<file path="src/hw/rtl/assembly_line_tokenizer_assert.svh">
// Assertion helpers used by the tokenizer queue.
`ifndef ASSEMBLY_LINE_TOKENIZER_ASSERT_SVH
`define ASSEMBLY_LINE_TOKENIZER_ASSERT_SVH

// Same-cycle implication, checked out of reset.
`define ALT_ASSERT_NOW(label, ante, cons) \
  label: assert property (@(posedge clk) disable iff (rst) (ante) |-> (cons)) \
    else $error("tokenizer check failed");

// Next-cycle implication, checked out of reset.
`define ALT_ASSERT_NEXT(label, ante, cons) \
  label: assert property (@(posedge clk) disable iff (rst) (ante) |=> (cons)) \
    else $error("tokenizer check failed");

`endif

</file>
<file path="src/hw/rtl/alt_pkg.sv">
package alt_pkg;

  typedef enum logic [2:0] {
    MODE_BETWEEN = 3'd0,
    MODE_WORD    = 3'd1,
    MODE_STRING  = 3'd2,
    MODE_ESCAPE  = 3'd3,
    MODE_AFTERQ  = 3'd4,
    MODE_SKIP    = 3'd5
  } mode_t;

  typedef enum logic [1:0] {
    KIND_CHAR = 2'd0,
    KIND_TEND = 2'd1,
    KIND_LEND = 2'd2
  } kind_t;

  localparam logic [7:0] CH_NUL    = 8'h00;
  localparam logic [7:0] CH_LF     = 8'h0A;
  localparam logic [7:0] CH_CR     = 8'h0D;
  localparam logic [7:0] CH_SEMI   = 8'h3B;
  localparam logic [7:0] CH_SPACE  = 8'h20;
  localparam logic [7:0] CH_TAB    = 8'h09;
  localparam logic [7:0] CH_COMMA  = 8'h2C;
  localparam logic [7:0] CH_DQUOTE = 8'h22;
  localparam logic [7:0] CH_SQUOTE = 8'h27;
  localparam logic [7:0] CH_QMARK  = 8'h3F;
  localparam logic [7:0] CH_BSLASH = 8'h5C;
  localparam logic [7:0] CNT_MAX   = 8'hFF;

  typedef struct packed {
    kind_t      kind;
    logic [7:0] char_value;
    logic [7:0] token_number;
    logic       quoted;
  } result_t;

  // One queue entry: everything a single input byte produces.
  typedef struct packed {
    logic    two;
    result_t r0;
    result_t r1;
  } entry_t;

  function automatic logic [7:0] map_escape(input logic [7:0] c);
    logic [7:0] m;
    case (c)
      8'h61:   m = 8'h07;  // a
      8'h62:   m = 8'h08;  // b
      8'h66:   m = 8'h0C;  // f
      8'h6E:   m = 8'h0A;  // n
      8'h72:   m = 8'h0D;  // r
      8'h74:   m = 8'h09;  // t
      8'h76:   m = 8'h0B;  // v
      default: m = c;      // quotes, ? and backslash map to themselves
    endcase
    return m;
  endfunction

  function automatic logic is_sep(input logic [7:0] c);
    return (c == CH_SPACE) || (c == CH_TAB) || (c == CH_COMMA);
  endfunction

  function automatic logic is_eol(input logic [7:0] c);
    return (c == CH_NUL) || (c == CH_LF) || (c == CH_CR) || (c == CH_SEMI);
  endfunction

endpackage

</file>
<file path="src/hw/rtl/alt_front.sv">
module alt_front (
  input  logic            clk,
  input  logic            rst,
  input  logic            accept,
  input  logic [7:0]      char_byte,
  output logic            push,
  output alt_pkg::entry_t entry
);
  import alt_pkg::*;

  mode_t      mode, mode_next;
  logic [7:0] count, count_next;
  logic [7:0] count_inc;
  logic       nul;

  assign count_inc = (count == CNT_MAX) ? count : count + 8'd1;
  assign nul       = (char_byte == CH_NUL);

  // Next mode and token count.
  always_comb begin
    mode_next  = mode;
    count_next = count;
    case (mode)
      MODE_WORD: begin
        if (is_eol(char_byte)) begin
          count_next = '0;
          mode_next  = nul ? MODE_BETWEEN : MODE_SKIP;
        end else if (is_sep(char_byte)) begin
          count_next = count_inc;
          mode_next  = MODE_BETWEEN;
        end
      end
      MODE_STRING: begin
        if (nul) begin
          count_next = '0;
          mode_next  = MODE_BETWEEN;
        end else if (char_byte == CH_DQUOTE) begin
          count_next = count_inc;
          mode_next  = MODE_AFTERQ;
        end else if (char_byte == CH_BSLASH) begin
          mode_next = MODE_ESCAPE;
        end
      end
      MODE_ESCAPE: begin
        if (nul) begin
          count_next = '0;
          mode_next  = MODE_BETWEEN;
        end else begin
          mode_next = MODE_STRING;
        end
      end
      MODE_SKIP: begin
        if (nul) begin
          count_next = '0;
          mode_next  = MODE_BETWEEN;
        end
      end
      MODE_AFTERQ: begin
        if (is_eol(char_byte)) begin
          count_next = '0;
          mode_next  = nul ? MODE_BETWEEN : MODE_SKIP;
        end else if (is_sep(char_byte)) begin
          mode_next = MODE_BETWEEN;
        end else if (char_byte == CH_DQUOTE) begin
          mode_next = MODE_STRING;
        end
      end
      default: begin
        if (is_eol(char_byte)) begin
          count_next = '0;
          mode_next  = nul ? MODE_BETWEEN : MODE_SKIP;
        end else if (char_byte == CH_DQUOTE) begin
          mode_next = MODE_STRING;
        end else if (!is_sep(char_byte)) begin
          mode_next = MODE_WORD;
        end else begin
          mode_next = MODE_BETWEEN;
        end
      end
    endcase
  end

  // Results produced by this byte.
  always_comb begin
    result_t chr, tend, lend_inc, lend;
    chr      = '{kind: KIND_CHAR, char_value: char_byte, token_number: count, quoted: 1'b0};
    tend     = '{kind: KIND_TEND, char_value: 8'h00, token_number: count, quoted: 1'b0};
    lend_inc = '{kind: KIND_LEND, char_value: 8'h00, token_number: count_inc, quoted: 1'b0};
    lend     = '{kind: KIND_LEND, char_value: 8'h00, token_number: count, quoted: 1'b0};
    push     = 1'b0;
    entry    = '{two: 1'b0, r0: chr, r1: lend_inc};
    case (mode)
      MODE_WORD: begin
        push = 1'b1;
        if (is_eol(char_byte)) begin
          entry.r0  = tend;
          entry.two = 1'b1;
        end else if (is_sep(char_byte)) begin
          entry.r0 = tend;
        end
      end
      MODE_STRING: begin
        chr.quoted  = 1'b1;
        tend.quoted = 1'b1;
        entry.r0    = chr;
        if (nul) begin
          push      = 1'b1;
          entry.r0  = tend;
          entry.two = 1'b1;
        end else if (char_byte == CH_DQUOTE) begin
          push     = 1'b1;
          entry.r0 = tend;
        end else if (char_byte != CH_BSLASH) begin
          push = 1'b1;
        end
      end
      MODE_ESCAPE: begin
        chr.quoted     = 1'b1;
        chr.char_value = map_escape(char_byte);
        tend.quoted    = 1'b1;
        push           = 1'b1;
        entry.r0       = nul ? tend : chr;
        entry.two      = nul;
      end
      MODE_SKIP: begin
        push = 1'b0;
      end
      MODE_AFTERQ: begin
        push     = is_eol(char_byte);
        entry.r0 = lend;
      end
      default: begin
        if (is_eol(char_byte)) begin
          push     = 1'b1;
          entry.r0 = lend;
        end else if (char_byte != CH_DQUOTE && !is_sep(char_byte)) begin
          push = 1'b1;
        end
      end
    endcase
    push = push & accept;
  end

  always_ff @(posedge clk) begin
    if (rst) begin
      mode  <= MODE_BETWEEN;
      count <= '0;
    end else if (accept) begin
      mode  <= mode_next;
      count <= count_next;
    end
  end

endmodule

</file>
<file path="src/hw/rtl/alt_queue.sv">
module alt_queue #(
  parameter int DEPTH = 4
) (
  input  logic            clk,
  input  logic            rst,
  input  logic            push,
  input  alt_pkg::entry_t wr_entry,
  input  logic            pop,
  output alt_pkg::entry_t head,
  output logic            empty,
  output logic            full
);
  import alt_pkg::*;

  localparam int PTR_W = (DEPTH > 1) ? $clog2(DEPTH) : 1;
  localparam int CNT_W = $clog2(DEPTH + 1);

  entry_t             slots [DEPTH];
  logic [PTR_W-1:0]   wr_ptr, rd_ptr;
  logic [CNT_W-1:0]   count;

  assign empty = (count == '0);
  assign full  = (count == CNT_W'(DEPTH));
  assign head  = slots[rd_ptr];

  function automatic logic [PTR_W-1:0] wrap_inc(input logic [PTR_W-1:0] p);
    return (p == PTR_W'(DEPTH - 1)) ? '0 : p + 1'b1;
  endfunction

  always_ff @(posedge clk) begin
    if (push) begin
      slots[wr_ptr] <= wr_entry;
    end
  end

  always_ff @(posedge clk) begin
    if (rst) begin
      wr_ptr <= '0;
      rd_ptr <= '0;
      count  <= '0;
    end else begin
      if (push) begin
        wr_ptr <= wrap_inc(wr_ptr);
      end
      if (pop) begin
        rd_ptr <= wrap_inc(rd_ptr);
      end
      if (push && !pop) begin
        count <= count + 1'b1;
      end else if (pop && !push) begin
        count <= count - 1'b1;
      end
    end
  end

`include "assembly_line_tokenizer_assert.svh"

  `ALT_ASSERT_NOW(a_no_push_full, push, !full)
  `ALT_ASSERT_NOW(a_no_pop_empty, pop, !empty)
  `ALT_ASSERT_NEXT(a_fill, push && !pop, count == $past(count) + 1'b1)
  `ALT_ASSERT_NEXT(a_drain, pop && !push, count == $past(count) - 1'b1)

endmodule

</file>
<file path="src/hw/rtl/alt_back.sv">
module alt_back (
  input  logic            clk,
  input  logic            rst,
  input  alt_pkg::entry_t head,
  input  logic            empty,
  input  logic            out_stall,
  output logic            pop,
  output logic            out_valid,
  output alt_pkg::result_t res,
  output logic            last
);
  import alt_pkg::*;

  logic phase;  // 1 while the second result of the head entry is shown
  logic take;

  assign out_valid = !empty;
  assign res       = phase ? head.r1 : head.r0;
  assign last      = !head.two || phase;
  assign take      = out_valid && !out_stall;
  assign pop       = take && last;

  always_ff @(posedge clk) begin
    if (rst) begin
      phase <= 1'b0;
    end else if (take) begin
      phase <= !last;
    end
  end

endmodule

</file>
<file path="src/hw/rtl/assembly_line_tokenizer.sv">
// Order: an accepted byte writes its results into the queue, and they are shown at
// its head after earlier entries; a second result (token end followed by line end)
// follows once the first is taken. Throughput: one byte per cycle; a byte with two
// results is absorbed by the QUEUE_DEPTH-entry queue; a full queue stalls input.
// Reset (rst, synchronous): between tokens at start of line, token count zero,
// queue empty.
module assembly_line_tokenizer #(
  parameter int QUEUE_DEPTH = 4
) (
  input  logic       clk,
  input  logic       rst,
  input  logic       in_valid,
  output logic       in_stall,
  input  logic [7:0] char_byte,
  output logic       out_valid,
  input  logic       out_stall,
  output logic [1:0] kind,
  output logic [7:0] char_value,
  output logic [7:0] token_number,
  output logic       quoted,
  output logic       last
);
  import alt_pkg::*;

  logic    accept;
  logic    push, pop, empty, full;
  entry_t  wr_entry, head;
  result_t res;

  // Stall input only when the queue has no room; the back end drains it on
  // its own schedule.
  assign in_stall = full;
  assign accept   = in_valid && !in_stall;

  // Front: advance the lexer mode and build the results of each transaction.
  alt_front u_front (
    .clk       (clk),
    .rst       (rst),
    .accept    (accept),
    .char_byte (char_byte),
    .push      (push),
    .entry     (wr_entry)
  );

  // Queue: hold one entry per byte that produced any result.
  alt_queue #(
    .DEPTH (QUEUE_DEPTH)
  ) u_queue (
    .clk      (clk),
    .rst      (rst),
    .push     (push),
    .wr_entry (wr_entry),
    .pop      (pop),
    .head     (head),
    .empty    (empty),
    .full     (full)
  );

  // Back: serialize each entry into one or two output transactions.
  alt_back u_back (
    .clk       (clk),
    .rst       (rst),
    .head      (head),
    .empty     (empty),
    .out_stall (out_stall),
    .pop       (pop),
    .out_valid (out_valid),
    .res       (res),
    .last      (last)
  );

  assign kind         = 2'(res.kind);
  assign char_value   = res.char_value;
  assign token_number = res.token_number;
  assign quoted       = res.quoted;

endmodule
</file>
<file path="config.mk">
export PLATFORM = sky130hd
export DESIGN_NAME = assembly_line_tokenizer
export DESIGN_NICKNAME = d
export VERILOG_FILES = /design/src/hw/rtl/alt_pkg.sv /design/src/hw/rtl/alt_front.sv /design/src/hw/rtl/alt_queue.sv /design/src/hw/rtl/alt_back.sv /design/src/hw/rtl/assembly_line_tokenizer.sv
export VERILOG_INCLUDE_DIRS = /design/src /design/src/hw/rtl
export SDC_FILE = /design/constraint.sdc
export NUM_CORES = 1
export LEC_CHECK = 0
export BUFFER_PORTS_ARGS = -buffer_cell sky130_fd_sc_hd__buf_2
export CAP_MARGIN = 20
export CORE_MARGIN = 2
export CORE_UTILIZATION = 54
export DETAILED_ROUTE_END_ITERATION = 7
export MAX_ROUTING_LAYER = met4
export PLACE_DENSITY = 0.72
export SLEW_MARGIN = 20
export SYNTH_ARGS = -nofsm -noshare
export SYNTH_HDL_FRONTEND = slang
export SYNTH_SLANG_ARGS = --single-unit
</file>
<file path="constraint.sdc">
create_clock -name clk -period 4.4 [get_ports clk]
set_clock_uncertainty 0.15 [all_clocks]
set_input_delay 1.32 -clock clk [delete_from_list [all_inputs] [get_ports clk]]
set_output_delay 1.32 -clock clk [all_outputs]
set_load 0.005 [all_outputs]
</file>
==> summary.md <==
| Metric | Value |
|---|---|
| Status | finished, final reports clean |
| Critical Path Sink Type | flop |
| Kind of critical path | in -> reg |
| 1st-pass router iterations | 4 |
| Clk root buf | clkbuf_16 |
| Placed cell count | 589 |
| Post-synth top area share | 0.541 |
| Vias/cell | 5.96 |
| Pre-CTS setup slack | 0.231 ns |
| Vias in the first global route | 3661 |
| Most frequent cells in the layout | edfxtp_1 (112), buf_2 (33), mux4_2 (28) |
| Rows | 39 |
| Synth Net Count | 446 |
| Clock-pin slew on the worst setup and hold paths | 0.06 ns |
| Fin nets | 485 |
| Core area | 11300 um^2 |
| Critical path startpoint category | primary input |
| Hold Path Depth | 2 |
| Total grt overflow | 0 |
| Layout area overhead | 14.3% |
| Slew @ Worst Pin | 0.871 ns |
| Clock sinks | 133 |
| Worst EP required | 4.59 ns |
| Leak | 2.55 nW |
| Postcts setup bufs | 0 |
| CTS H-tree depth | 4 |
| Sequential area share after synthesis | 0.608 |
| CTS tree | yes |
| ANT cells | 0 |
| Post-DP HPWL | 7520 um |
| Post-CTS Resized | 0 |
| VDD IR-drop max | 0.331 mV |
| Cells after Synth | 426 |
| GRT Total Usage | 0.212 |
| Relative slew margins | 0.419 |
| RSZ-0062 raised after global routing | no |
| Final period util | 0.850 |
| Max Transition Viols Final | 0 |
| Cell Pwr Density | 524 nW/um^2 |
| First-pass GRT wire length | 19400 um |
| Synth area leaders | edfxtp_1 (54%), mux4_2 (10%), dfxtp_1 (6.8%), nor2b_1 (1.7%), mux2_2 (1.4%) |
| Async SR Flop Fraction | 0 |
| CP cell instances | buf_2 > and3b_1 > a221oi_2 > or3_1 > a21oi_1 > nor2_1 > ha_1 > inv_1 > fa_1 > xor2_1 > or3_1 > a21oi_1 |
| Placer Congestion | 0.851 |
| WHS | 0.363 ns |
| WL final | 12100 um |
| Post-detailed-route count of antenna-violating nets | 0 |
| CP peak stage delay | 0.44 ns |
| Hold-fix buffers, CTS | 0 |
| Fill cells | 848 |
| Fmax | 0.267 GHz |
| R2R cell count | 11 |
| Setup ws final | 0.660 ns |
| Syn Area/Cell | 14.6 um^2 |
| Crit-path max FO | 11 |
| Starting Density | 0.550 |
| Worst Hold Path EP | u_queue.count[2] |
| Clock buffer depth | 2 |
| Die Width | 111 um |
| Syn. warnings | 0 |
| Non-Filler Instances | 621 |
| Setup_tns | 0 ns |
| Setup violations, final | 0 |
| Ports | 34 |
| RR Endpoint | u_queue.count[2] |
| Hold Path Class | reg -> reg |
| 1st-iter DRT viols | 341 |
| Vias | 3703 |
| Largest net degree at the start of global routing | 29 |
| Drt drc | 0 |
| Yosys top cell by area | edfxtp_1 |
| Critical path arrival | 3.93 ns |
| Library cells used by synthesis | 62 |
| EDFF count, synth | 112 |
| Final Power | 3.73 mW |
| Clock Latency Late Sink | 0.41 ns |
| R2r setup slk | 1.40 ns |
| Total clock buffers created by CTS | 17 |
| Die H | 111 um |
| Layout cells sized above 1 | 0.278 |
| Die ar. | 12400 um^2 |
| Slowest stage cell, crit path | fa_1 |
| Commonest non-fill, non-tap cell in the layout | edfxtp_1 |
| Fin crit period | 3.74 ns |
| Dominant synthesized flop cell | edfxtp_1 |
| #FFs+latches synth | 133 |
| FF-to-FF Start | u_front.mode[1] |
| Final Hold Viols | 0 |
| Max-Cap Viols | 0 |
| Critical path origin | char_byte[1] |
| Wire per inst | 19.4 um |
| Antenna violations before repair | 0 |
| Worst hold path startpoint | u_queue.count[2] |
| IO buf count | 33 |
| Post-synth design cell area | 6220 um^2 |
-- how the worst max path moves through the flow --
| stage | to | slack, ns | cells past startpoint |
|---|---|---|---|
| final | u_queue.count[2] | 0.66 | 12 |
| after global routing | u_queue.count[2] | 0.49 | 12 |
| after detailed placement | u_queue.count[2] | 0.23 | 12 |
| after global placement | u_queue.count[2] | 0.31 | 12 |
| after floorplan | u_queue.count[2] | 0.34 | 13 |
| after CTS | u_queue.count[2] | 0.67 | 12 |
-- flip-flops by register name, indices dropped and copies added (netlist names), named ones only --
name            flops
u_queue.slots     112
u_front.count       8
u_front.mode        3
u_queue.count       3
u_queue.rd_ptr      2
u_queue.wr_ptr      2
u_back.phase        1
-- synthesized netlist by cell type (3+ instances only) --
| cell | count |
|---|---|
| a21o_1 | 4 |
| a21oi_1 | 12 |
| a22oi_1 | 3 |
| and2_1 | 3 |
| and3_1 | 10 |
| buf_2 | 8 |
| buf_6 | 3 |
| clkbuf_1 | 9 |
| dfxtp_1 | 21 |
| edfxtp_1 | 112 |
| ha_1 | 7 |
| inv_1 | 23 |
| mux2_2 | 8 |
| mux2i_1 | 4 |
| mux4_2 | 28 |
| nand2_1 | 12 |
| nand2b_1 | 6 |
| nand3_1 | 12 |
| nand3b_1 | 12 |
| nand4_1 | 3 |
| nor2_1 | 19 |
| nor2b_1 | 17 |
| nor3_1 | 9 |
| nor3_2 | 3 |
| nor3b_1 | 3 |
| nor4_1 | 6 |
| o21ai_0 | 15 |
| o31ai_1 | 7 |
| o31ai_2 | 4 |
| or3_1 | 3 |
| xor2_1 | 6 |
-- logic make-up (layout without fill, tap and decap cells) --
group                    count (synthesis)  after routing  share of synthesized area
flip-flops                             133            133                      0.608
AND/OR/NAND/NOR                        127            127                      0.123
AO/OA/AOI/OAI                           65             65                     0.0851
buffers and inverters                   45             97                     0.0330
multiplexers                            40             40                      0.122
adder cells (fa/ha/maj)                  8              8                     0.0173
XOR/XNOR                                 8              8                     0.0113
-- final cells by class --
class	instances	area [um^2]	share of cell area
Multi-Input combinational cell	248	2230	0.314
Tap cell	143	179	0.0252
Clock buffer	18	429	0.0604
Clock inverter	14	103	0.0144
Sequential cell	133	3780	0.532
Timing Repair Buffer	42	295	0.0415
Inverter	23	86.3	0.0121
-- stage by stage --
stage           util  area (um^2)
3_3_place_gp   0.581         6580
4_1_cts        0.628         7110
6_report       0.628         7110
2_1_floorplan      -         6220
5_1_grt        0.628         7110
3_5_place_dp   0.581         6580
-- critical path: cells and delay by family --
family | cells | cell delay (ns)
compound gates | 3 | 0.57
xor+xnor | 1 | 0.18
fa+ha+maj | 2 | 0.64
buf+inv | 2 | 0.28
simple gates | 4 | 0.93
-- power breakdown --
part	leakage, nW	switching [mW]	internal [mW]
Sequential	1.24	0.0808	1.53
Combinational	1.06	0.442	0.429
Clock	0.253	0.526	0.722
Total	2.55	1.05	2.68
-- per-layer routing --
metal,part of all wire,GRT usage,up-vias
li1,-,-,1732
met1,0.46,0.288,1885
met2,0.49,0.329,76
met3,0.033,0.0457,10
met4,0.012,0.0626,0
met5,0,-,-
Note: power is estimated with default switching activity, not from simulation.
